==> src/rtl/pec_pkg.sv <==
// Package for the partition entry classifier: item types, codes and the mode tables.
// No dependencies; compiled first.
package pec_pkg;

   localparam logic [1:0] CMD_BEGIN  = 2'd0;
   localparam logic [1:0] CMD_HEADER = 2'd1;
   localparam logic [1:0] CMD_ENTRY  = 2'd2;

   localparam logic [2:0] ST_CONTROL = 3'd0;
   localparam logic [2:0] ST_SKIPPED = 3'd1;
   localparam logic [2:0] ST_PART    = 3'd2;
   localparam logic [2:0] ST_ENDED   = 3'd3;
   localparam logic [2:0] ST_FULL    = 3'd4;

   localparam logic [4:0] BASE_SLOTS = 5'd15;
   localparam logic [9:0] OFFSET_MAX = 10'd1023;
   localparam logic [15:0] ID_NONE   = 16'h0000;
   localparam logic [15:0] ID_ALL    = 16'hFFFF;
   localparam logic [7:0] TYPE_DOS    = 8'h00;
   localparam logic [7:0] TYPE_EXTDOS = 8'h03;
   localparam logic [7:0] CSR_TOTAL_BLOCKS = 8'd0;

   typedef struct packed {
      logic [1:0]  cmd;
      logic [4:0]  entry_index;
      logic [7:0]  flags;
      logic [7:0]  part_type;
      logic [31:0] start_block;
      logic [31:0] block_count;
      logic [15:0] part_id;
      logic [7:0]  attributes;
      logic [5:0]  header_count;
   } req_type;

   typedef struct packed {
      logic [2:0]  status;
      logic [31:0] out_start;
      logic [31:0] out_blocks;
      logic [1:0]  size_code;
      logic [2:0]  sector_mode;
      logic [32:0] sector_total;
      logic        write_protect;
      logic        slot_valid;
      logic [4:0]  drive_slot;
   } rsp_type;

   // Work handed from front to back: a begin clear request or a checked entry.
   typedef struct packed {
      logic        clear;      // begin item: wipe the ID store
      logic        lookup;     // entry passed all checks up to the ID lookup
      logic [2:0]  status;     // final status when no lookup is needed
      logic [15:0] part_id;
      logic        type_ok;
      logic [31:0] start_block;
      logic [31:0] block_count;
      logic [1:0]  size_code;
      logic [2:0]  sector_mode;
      logic        write_protect;
      logic        slot_valid;
      logic [4:0]  drive_slot;
   } work_type;

   function automatic logic [2:0] mode_of(input logic [1:0] size, input logic [1:0] sel);
      logic [2:0] m;
      m = 3'd0;
      if (size == 2'd1) begin
         case (sel)
            2'd0: m = 3'd2;
            2'd1: m = 3'd1;
            2'd2: m = 3'd4;
            default: m = 3'd6;
         endcase
      end else if (size == 2'd2) begin
         case (sel)
            2'd0: m = 3'd1;
            2'd1: m = 3'd0;
            2'd2: m = 3'd3;
            default: m = 3'd5;
         endcase
      end
      return m;
   endfunction

endpackage

==> src/rtl/pec_if.sv <==
// Valid/ready channel interfaces for request and response items.
// Depends on pec_pkg.
interface pec_req_if import pec_pkg::*; ();
   logic    valid;
   logic    ready;
   req_type data;
   modport source (output valid, output data, input ready);
   modport sink (input valid, input data, output ready);
endinterface

interface pec_rsp_if import pec_pkg::*; ();
   logic    valid;
   logic    ready;
   rsp_type data;
   modport source (output valid, output data, input ready);
   modport sink (input valid, input data, output ready);
endinterface

==> src/rtl/pec_front.sv <==
// Front end: sector bookkeeping and all entry checks except the ID lookup.
// Depends on pec_pkg.
module pec_front import pec_pkg::*; (
   input  logic        clock,
   input  logic        reset,
   input  logic [31:0] total_blocks,
   input  logic        in_valid,
   output logic        in_ready,
   input  req_type     in_data,
   output logic        out_valid,
   input  logic        out_ready,
   output work_type    out_data
);
   logic [4:0] map_slots_ff, map_slots_in;
   logic [9:0] offset_ff, offset_in;
   logic [4:0] hidx_ff, hidx_in;
   logic [5:0] count_ff, count_in;
   logic       ended_ff, ended_in;
   logic       first_ff, first_in;
   work_type   w;
   logic [10:0] slot;
   logic [10:0] off_sum;
   logic [1:0]  size;
   logic        fire;

   assign in_ready  = out_ready;
   assign out_valid = in_valid;
   assign out_data  = w;
   assign fire      = in_valid && out_ready;
   assign slot      = {1'b0, offset_ff} + {6'd0, in_data.entry_index};
   assign off_sum   = {1'b0, offset_ff} + {5'd0, count_ff};
   assign size      = in_data.flags[1:0];

   always_comb begin
      map_slots_in = map_slots_ff;
      offset_in = offset_ff;
      hidx_in = hidx_ff;
      count_in = count_ff;
      ended_in = ended_ff;
      first_in = first_ff;
      w = '0;
      w.status = ST_SKIPPED;
      w.part_id = in_data.part_id;
      w.type_ok = in_data.part_type == TYPE_DOS || in_data.part_type == TYPE_EXTDOS;
      w.start_block = in_data.start_block;
      w.block_count = in_data.block_count;
      w.size_code = size - 2'd1;
      w.sector_mode = mode_of(size, in_data.flags[3:2]);
      w.write_protect = in_data.attributes[7];
      w.slot_valid = slot <= {6'd0, map_slots_ff};
      w.drive_slot = w.slot_valid ? slot[4:0] : 5'd0;
      case (in_data.cmd)
         CMD_BEGIN: begin
            w.clear = 1'b1;
            w.status = ST_CONTROL;
            map_slots_in = in_data.flags[3:0] + BASE_SLOTS;
            offset_in = '0; hidx_in = '0; count_in = '0;
            ended_in = 1'b0; first_in = 1'b1;
         end
         CMD_HEADER: begin
            w.status = ST_CONTROL;
            if (first_ff) first_in = 1'b0;
            else offset_in = off_sum[10] ? OFFSET_MAX : off_sum[9:0];
            hidx_in = in_data.entry_index;
            count_in = in_data.header_count;
            ended_in = 1'b0;
         end
         CMD_ENTRY: begin
            if (!(ended_ff || in_data.entry_index == hidx_ff
                  || {1'b0, in_data.entry_index} >= count_ff)) begin
               if (size == 2'd0) begin
                  if (!w.slot_valid) begin
                     ended_in = 1'b1;
                     w.status = ST_ENDED;
                  end
               end else if (!in_data.flags[7]
                     && in_data.start_block != 32'd0
                     && in_data.start_block < total_blocks
                     && in_data.block_count != 32'd0
                     && (total_blocks - in_data.start_block) >= in_data.block_count
                     && in_data.part_id != ID_NONE && in_data.part_id != ID_ALL) begin
                  w.lookup = 1'b1;
               end
            end
         end
         default: ;
      endcase
   end

   always_ff @(posedge clock) begin
      if (reset) begin
         map_slots_ff <= BASE_SLOTS;
         offset_ff <= '0; hidx_ff <= '0; count_ff <= '0;
         ended_ff <= 1'b0; first_ff <= 1'b1;
      end else if (fire) begin
         map_slots_ff <= map_slots_in;
         offset_ff <= offset_in; hidx_ff <= hidx_in; count_ff <= count_in;
         ended_ff <= ended_in; first_ff <= first_in;
      end
   end
endmodule

==> src/rtl/pec_queue.sv <==
// Two-entry queue between front and back; keeps both sides stalling independently.
// Depends on pec_pkg.
module pec_queue import pec_pkg::*; (
   input  logic     clock,
   input  logic     reset,
   input  logic     in_valid,
   output logic     in_ready,
   input  work_type in_data,
   output logic     out_valid,
   input  logic     out_ready,
   output work_type out_data
);
   work_type   mem_ff [2];
   logic       wp_ff, rp_ff;
   logic [1:0] cnt_ff;
   logic       push, pop;

   assign in_ready  = cnt_ff != 2'd2;
   assign out_valid = cnt_ff != 2'd0;
   assign out_data  = mem_ff[rp_ff];
   assign push = in_valid && in_ready;
   assign pop  = out_valid && out_ready;

   always_ff @(posedge clock) begin
      if (push) mem_ff[wp_ff] <= in_data;
   end

   always_ff @(posedge clock) begin
      if (reset) begin
         wp_ff <= 1'b0; rp_ff <= 1'b0; cnt_ff <= '0;
      end else begin
         if (push) wp_ff <= ~wp_ff;
         if (pop) rp_ff <= ~rp_ff;
         cnt_ff <= cnt_ff + {1'b0, push} - {1'b0, pop};
      end
   end

   assert property (@(posedge clock) disable iff (reset) cnt_ff <= 2'd2)
      else $error("queue count overflow");
   assert property (@(posedge clock) disable iff (reset)
      (cnt_ff == 2'd2 && !pop) |=> cnt_ff == 2'd2)
      else $error("queue lost an item");
endmodule

==> src/rtl/pec_back.sv <==
// Back end: seen-ID store with parallel compare, final status and output register.
// Depends on pec_pkg.
module pec_back import pec_pkg::*; #(
   parameter int MAX_IDS = 64
) (
   input  logic     clock,
   input  logic     reset,
   input  logic     in_valid,
   output logic     in_ready,
   input  work_type in_data,
   output logic     out_valid,
   input  logic     out_ready,
   output rsp_type  out_data
);
   localparam int IW = (MAX_IDS > 1) ? $clog2(MAX_IDS) : 1;

   logic [15:0]        ids_ff [MAX_IDS];
   logic [MAX_IDS-1:0] vld_ff, vld_in;
   logic               ov_ff;
   rsp_type            rsp_ff, rsp_in;
   logic               fire, dup, full;
   logic [IW-1:0]      free_idx;
   logic               store;

   assign in_ready  = !ov_ff || out_ready;
   assign fire      = in_valid && in_ready;
   assign out_valid = ov_ff;
   assign out_data  = rsp_ff;

   always_comb begin
      dup = 1'b0;
      for (int k = 0; k < MAX_IDS; k++)
         if (vld_ff[k] && ids_ff[k] == in_data.part_id) dup = 1'b1;
      full = &vld_ff;
      free_idx = '0;
      for (int k = MAX_IDS - 1; k >= 0; k--)
         if (!vld_ff[k]) free_idx = IW'(k);
   end

   always_comb begin
      store = 1'b0;
      vld_in = vld_ff;
      rsp_in = '0;
      rsp_in.status = in_data.status;
      if (in_data.clear) begin
         vld_in = '0;
      end else if (in_data.lookup) begin
         rsp_in.status = ST_SKIPPED;
         if (!dup) begin
            if (full) begin
               rsp_in.status = ST_FULL;
            end else begin
               store = 1'b1;
               vld_in[free_idx] = 1'b1;
               if (in_data.type_ok) begin
                  rsp_in.status = ST_PART;
                  rsp_in.out_start = in_data.start_block;
                  rsp_in.out_blocks = in_data.block_count;
                  rsp_in.size_code = in_data.size_code;
                  rsp_in.sector_mode = in_data.sector_mode;
                  rsp_in.sector_total = (in_data.sector_mode >= 3'd3)
                     ? {in_data.block_count, 1'b0} : {1'b0, in_data.block_count};
                  rsp_in.write_protect = in_data.write_protect;
                  rsp_in.slot_valid = in_data.slot_valid;
                  rsp_in.drive_slot = in_data.drive_slot;
               end
            end
         end
      end
   end

   always_ff @(posedge clock) begin
      if (fire && store) ids_ff[free_idx] <= in_data.part_id;
      if (fire) rsp_ff <= rsp_in;
   end

   always_ff @(posedge clock) begin
      if (reset) begin
         vld_ff <= '0;
         ov_ff <= 1'b0;
      end else begin
         if (fire) vld_ff <= vld_in;
         if (fire) ov_ff <= 1'b1;
         else if (out_ready) ov_ff <= 1'b0;
      end
   end

   assert property (@(posedge clock) disable iff (reset)
      (fire && in_data.clear) |=> vld_ff == '0)
      else $error("ID store not cleared on begin");
   assert property (@(posedge clock) disable iff (reset)
      (out_valid && !out_ready) |=> out_valid && $stable(rsp_ff))
      else $error("held response changed");
   assert property (@(posedge clock) disable iff (reset)
      (fire && store) |=> $countones(vld_ff) == $countones($past(vld_ff)) + 1)
      else $error("store did not grow by one");
endmodule

==> src/rtl/partition_entry_classifier.sv <==
// Top level of the partition entry classifier: front, queue, back and CSR.
// Depends on pec_pkg, pec_if, pec_front, pec_queue, pec_back.
//
// Channel  Dir  Handshake            Payload
// req      in   req.valid/req.ready  req_type, one table item
// rsp      out  rsp.valid/rsp.ready  rsp_type, one result per item
// csr      in   APB write, pready=1  total_blocks at address 0
//
// One item per cycle sustained while rsp does not stall; an accepted item is
// written into the queue (front is combinational into the queue), then the back
// takes it from the queue and registers the result in its output register.
// The ID lookup is a combinational parallel compare over all MAX_IDS entries.
// Synchronous active-high reset clears control state and the ID valid bits.
// Stalls on rsp back up through the output register and the two-entry queue.
module partition_entry_classifier import pec_pkg::*; #(
   parameter int MAX_IDS = 64
) (
   input  logic        clock,
   input  logic        reset,
   pec_req_if.sink     req,
   pec_rsp_if.source   rsp,
   input  logic        csr_psel,
   input  logic        csr_penable,
   input  logic        csr_pwrite,
   input  logic [1:0]  csr_paddr,
   input  logic [31:0] csr_pwdata,
   output logic [31:0] csr_prdata,
   output logic        csr_pready
);
   logic [31:0] total_ff;
   logic        fq_valid, fq_ready, qb_valid, qb_ready;
   work_type    fq_data, qb_data;

   assign csr_pready = 1'b1;
   assign csr_prdata = ({6'd0, csr_paddr} == CSR_TOTAL_BLOCKS) ? total_ff : 32'd0;

   always_ff @(posedge clock) begin
      if (reset) total_ff <= '0;
      else if (csr_psel && csr_penable && csr_pwrite
               && {6'd0, csr_paddr} == CSR_TOTAL_BLOCKS)
         total_ff <= csr_pwdata;
   end

   pec_front u_front (
      .clock, .reset, .total_blocks(total_ff),
      .in_valid(req.valid), .in_ready(req.ready), .in_data(req.data),
      .out_valid(fq_valid), .out_ready(fq_ready), .out_data(fq_data)
   );

   pec_queue u_queue (
      .clock, .reset,
      .in_valid(fq_valid), .in_ready(fq_ready), .in_data(fq_data),
      .out_valid(qb_valid), .out_ready(qb_ready), .out_data(qb_data)
   );

   pec_back #(.MAX_IDS(MAX_IDS)) u_back (
      .clock, .reset,
      .in_valid(qb_valid), .in_ready(qb_ready), .in_data(qb_data),
      .out_valid(rsp.valid), .out_ready(rsp.ready), .out_data(rsp.data)
   );
endmodule

==> src/flat_wrapper.sv <==
// flat-port wrapper written by rule: the top's interface ports become plain ports
module partition_entry_classifier_flat import pec_pkg::*;
#(
   parameter int MAX_IDS = 64
)
  (clock, reset, csr_psel, csr_penable, csr_pwrite, csr_paddr, csr_pwdata, csr_prdata, csr_pready, req_valid, req_data, req_ready, rsp_valid, rsp_data, rsp_ready);
  pec_req_if req_i ();
  pec_rsp_if rsp_i ();
  input  logic clock;
  input  logic reset;
  input  logic csr_psel;
  input  logic csr_penable;
  input  logic csr_pwrite;
  input  logic [1:0] csr_paddr;
  input  logic [31:0] csr_pwdata;
  output logic [31:0] csr_prdata;
  output logic csr_pready;
  input wire logic [$bits(req_i.valid)-1:0] req_valid;
  input wire logic [$bits(req_i.data)-1:0] req_data;
  output wire logic [$bits(req_i.ready)-1:0] req_ready;
  output wire logic [$bits(rsp_i.valid)-1:0] rsp_valid;
  output wire logic [$bits(rsp_i.data)-1:0] rsp_data;
  input wire logic [$bits(rsp_i.ready)-1:0] rsp_ready;
  assign req_i.valid = req_valid;
  assign req_i.data = req_data;
  assign req_ready = req_i.ready;
  assign rsp_valid = rsp_i.valid;
  assign rsp_data = rsp_i.data;
  assign rsp_i.ready = rsp_ready;
  partition_entry_classifier #(.MAX_IDS(MAX_IDS)) u_core (.clock(clock), .reset(reset), .req(req_i), .rsp(rsp_i), .csr_psel(csr_psel), .csr_penable(csr_penable), .csr_pwrite(csr_pwrite), .csr_paddr(csr_paddr), .csr_pwdata(csr_pwdata), .csr_prdata(csr_prdata), .csr_pready(csr_pready));
endmodule
==> config.mk <==
export PLATFORM = sky130hd
export DESIGN_NAME = partition_entry_classifier_flat
export DESIGN_NICKNAME = d
export VERILOG_FILES = /design/src/rtl/pec_pkg.sv /design/src/rtl/pec_if.sv /design/src/rtl/pec_front.sv /design/src/rtl/pec_queue.sv /design/src/rtl/pec_back.sv /design/src/rtl/partition_entry_classifier.sv /design/src/flat_wrapper.sv
export SDC_FILE = /design/constraint.sdc
export NUM_CORES = 2
export LEC_CHECK = 0
export ABC_AREA = 1
export BUFFER_PORTS_ARGS = -buffer_cell sky130_fd_sc_hd__buf_2
export CAP_MARGIN = 40
export CORE_MARGIN = 5
export CORE_UTILIZATION = 35
export CTS_BUF_LIST = sky130_fd_sc_hd__clkbuf_16
export CTS_CLUSTER_DIAMETER = 40
export CTS_CLUSTER_SIZE = 28
export DETAILED_ROUTE_END_ITERATION = 10
export GPL_TIMING_DRIVEN = 0
export PLACE_DENSITY = 0.55
export RECOVER_POWER = 50
export SYNTH_ARGS = -nofsm -noshare
export SYNTH_HDL_FRONTEND = slang
export SYNTH_SLANG_ARGS = --single-unit
==> constraint.sdc <==
create_clock -name clock -period 9.9 [get_ports clock]
set_input_delay 0.495 -clock clock [delete_from_list [all_inputs] [get_ports clock]]
set_output_delay 0.495 -clock clock [all_outputs]
set_load 0.01 [all_outputs]
==> impl_metrics.tcl <==
set metrics [dict create \
    path_class "flip-flop to flip-flop" \
    rows 157 \
    synthToLayoutAreaGrowth_pct 25.4 \
    synth_nets 5679 \
    synth-edff-count 1330 \
    cp.required_ns 10.50 \
    grt_pass1_vias 48400 \
    min_path_type "primary input to flip-flop" \
    vdd_ir_drop_max_v 0.000230 \
    period_needed_ns 9.71 \
    cts.root.buffer_cell "clkbuf_16" \
    io_buffers 292 \
    hold_violations 0 \
    drt-vias-per-instance 5.83 \
    worstSkewPairLatency_ns 0.91 \
    hpwlAfterDp_mm 197 \
    violations "max-capacitance violations, max-slew violations" \
    vias 52100 \
    numCtsBuffers 227 \
    top_level_ports 305 \
    finalSetupViolations 0 \
    syn_inst 5423 \
    avgSynthCellArea_um2 11.9 \
    fin_util 0.442 \
    drt-initial-drc-count 7657 \
    grt.busiest_layer "met2" \
    grtUsageTotal 0.289 \
    tns_ns 0 \
    synth_top_area_frac 0.618 \
    final_cells 8939 \
    use_met2 0.438 \
    die_y_um 440 \
    grt_pass1_wl_mm 389 \
    cts.clk_slew.worst_paths_ns 0.05 \
    dieArea_mm2 0.193 \
    synth_commonest_cells "edfxtp_1 (1330), nand2_1 (828), o21ai_0 (429)" \
    cp_max_fo 36 \
    ant_nets 0 \
    slew_viol_final 549 \
    crit_path_start_kind "flip-flop" \
    clk_path_buf_depth 3 \
    clock-sinks 1460 \
    ys_seq_elements 1460 \
    worst_slew_pin_slew_ns 3.35 \
    skew_ns 0.155 \
    first_pass_iters 6 \
    synth_cell_type_count 59 \
    synth_top_area_cell "edfxtp_1" \
    cts_tree "done" \
    synth_ff_type "edfxtp_1" \
    drt-total-wl_mm 289 \
    ys_seq_area_frac 0.658 \
    hold_ws_ns 0.0523 \
    dp_cells 8353 \
    p_leak_nw 27.6 \
    wire_per_inst_um 32.3 \
    synthTopCellsByArea "edfxtp_1 (62%), nand2_1 (4.8%), dfxtp_1 (4.0%)" \
    nets 6502 \
    start_util 0.352 \
    htree_levels 4 \
    drive_above_1_share 0.156 \
    cp_data_arrival_time_ns 10.32 \
    outcome "complete, but fails checks" \
    rsz0062_at_grt "no" \
    timing.final.crit_share 0.981 \
    ys_warn_count 0 \
    grt_max_degree 47 \
    drv_cap 19 \
    gp_congestion 0.975 \
    total_power_mw 25.2 \
    netlist_area_mm2 0.0646 \
    die_w_um 440 \
    powerDensity_mw_per_mm2 311 \
    yosysMostFrequentCell "edfxtp_1" \
    antenna_found_initial 39 \
    use_met3 0.0959 \
    grt.overflow.total 0 \
    globalRouteMet1Util 0.359 \
    drc 0 \
    async_reset_ff_frac 0 \
    cp-end-kind "flip-flop" \
    max_slew_margin -1.23 \
    fmax_mhz 103 \
    core_area_mm2 0.183 \
]
[report_power, final]
part / internal (mW) / switching [mW] / leakage [nW]
Clock: 4.98 / 3.29 / 3.90
Combinational: 2.01 / 6.92 / 10.5
Sequential: 7.83 / 0.144 / 13.2
[cell type report]
cell class                 instances  area (um^2)
fill                           17100       102000
sequential                      1460        42500
multi-input combinational       3339        19700
clock buffer                     229         5730
timing repair buffer             594         5070
tap                             2464         3080
clock inverter                   204         2280
inverter                         348         1310
buffer                           276         1240
antenna                           25         62.6
[stage by stage]
stage          cell area, um^2  setup WS, ns
2_1_floorplan            64600          1.42
3_3_place_gp             69200         -3.65
3_5_place_dp             72300         0.832
4_1_cts                  81600         0.833
5_1_grt                  81000         0.394
6_report                 81000         0.189
[cell usage in the layout (no fill, tap or decap), types with 79 or more instances in the layout]
master and n:
clkbuf_16 229, xnor2_1 261, clkbuf_1 379, ha_1 95, or2_2 173, buf_2 135, xor2_1 79, nand4_1 122
dlygate4sd3_1 128, nand2_1 828, a21oi_1 219, dfxtp_1 130, edfxtp_1 1330, inv_1 365, nor2_1 265, o21ai_0 429
nor4_1 122, o22ai_1 162
[what timing repair did]
| action | CTS | global route |
|---|---|---|
| resized for setup | 0 | 0 |
| hold endpoints to repair | 208 | 0 |
| hold buffers | 128 | 0 |
| setup endpoints to repair | 0 | 0 |
| buffers inserted | 0 | 0 |
[critical path: stages, from the launching register on]
cell and delay [ns]:
dfxtp_1 0.43, inv_1 0.18, clkbuf_1 0.34, or2_2 0.18, nand2_1 0.29, buf_8 0.30
inv_1 0.37, clkbuf_1 2.32, a21oi_1 0.23, nand3_1 0.21, o21ai_0 0.31, nor4_1 0.56
nand4_1 0.46, nor2_1 0.78, nand4_1 0.30, buf_2 0.29, clkbuf_1 0.32, clkbuf_1 0.45
nor2_1 0.74, buf_6 0.25
[registers in the layout, indices dropped and copies added, names as in the netlist, 2 cells and up, named ones only]
signal / flops
u_core.u_back.out_data: 112
u_core.u_back.ids_ff: 1024
u_core.u_back.vld_ff: 64
u_core.total_ff: 32
u_core.u_queue.mem_ff: 194
u_core.u_front.count_ff: 6
u_core.u_front.map_slots_ff: 5
u_core.u_front.offset_ff: 10
u_core.u_front.hidx_ff: 5
u_core.u_queue.cnt_ff: 2
[routing by layer]
metal / share of wire / vias up / wire (um)
met5: 0.00031 / - / 90
met1: 0.36 / 25700 / 104000
met4: 0.074 / 14 / 21300
li1: - / 21600 / -
met3: 0.13 / 904 / 38800
met2: 0.43 / 3888 / 124000
[cells by family (layout without fill, tap and decap cells)]
family                   after synthesis  in the layout  share of synthesized area
multiplexers                          11             11                    0.00172
flip-flops                          1460           1460                      0.658
XOR/XNOR                             340            340                     0.0461
adder cells (fa/ha/maj)               98             98                     0.0193
other                                  1             26                  0.0000580
buffers and inverters                624           1651                     0.0381
AND/OR/NAND/NOR                     1727           1727                      0.124
AO/OA/AOI/OAI                       1162           1162                      0.112
[worst paths after layout]
path / start / to / slack, ns / depth (start not counted)
hold reg to reg: u_core.u_queue.rp_ff / flip-flop / 0.45 / 1
setup reg to reg: flip-flop / u_core.u_back.ids_ff[38][6] / 0.19 / 19
hold / removal: req_data[115] / u_core.u_front.hidx_ff[0] / 0.05 / 3
setup / recovery: flip-flop / u_core.u_back.ids_ff[38][6] / 0.19 / 19
No activity file was read; power rests on OpenSTA's default activity.
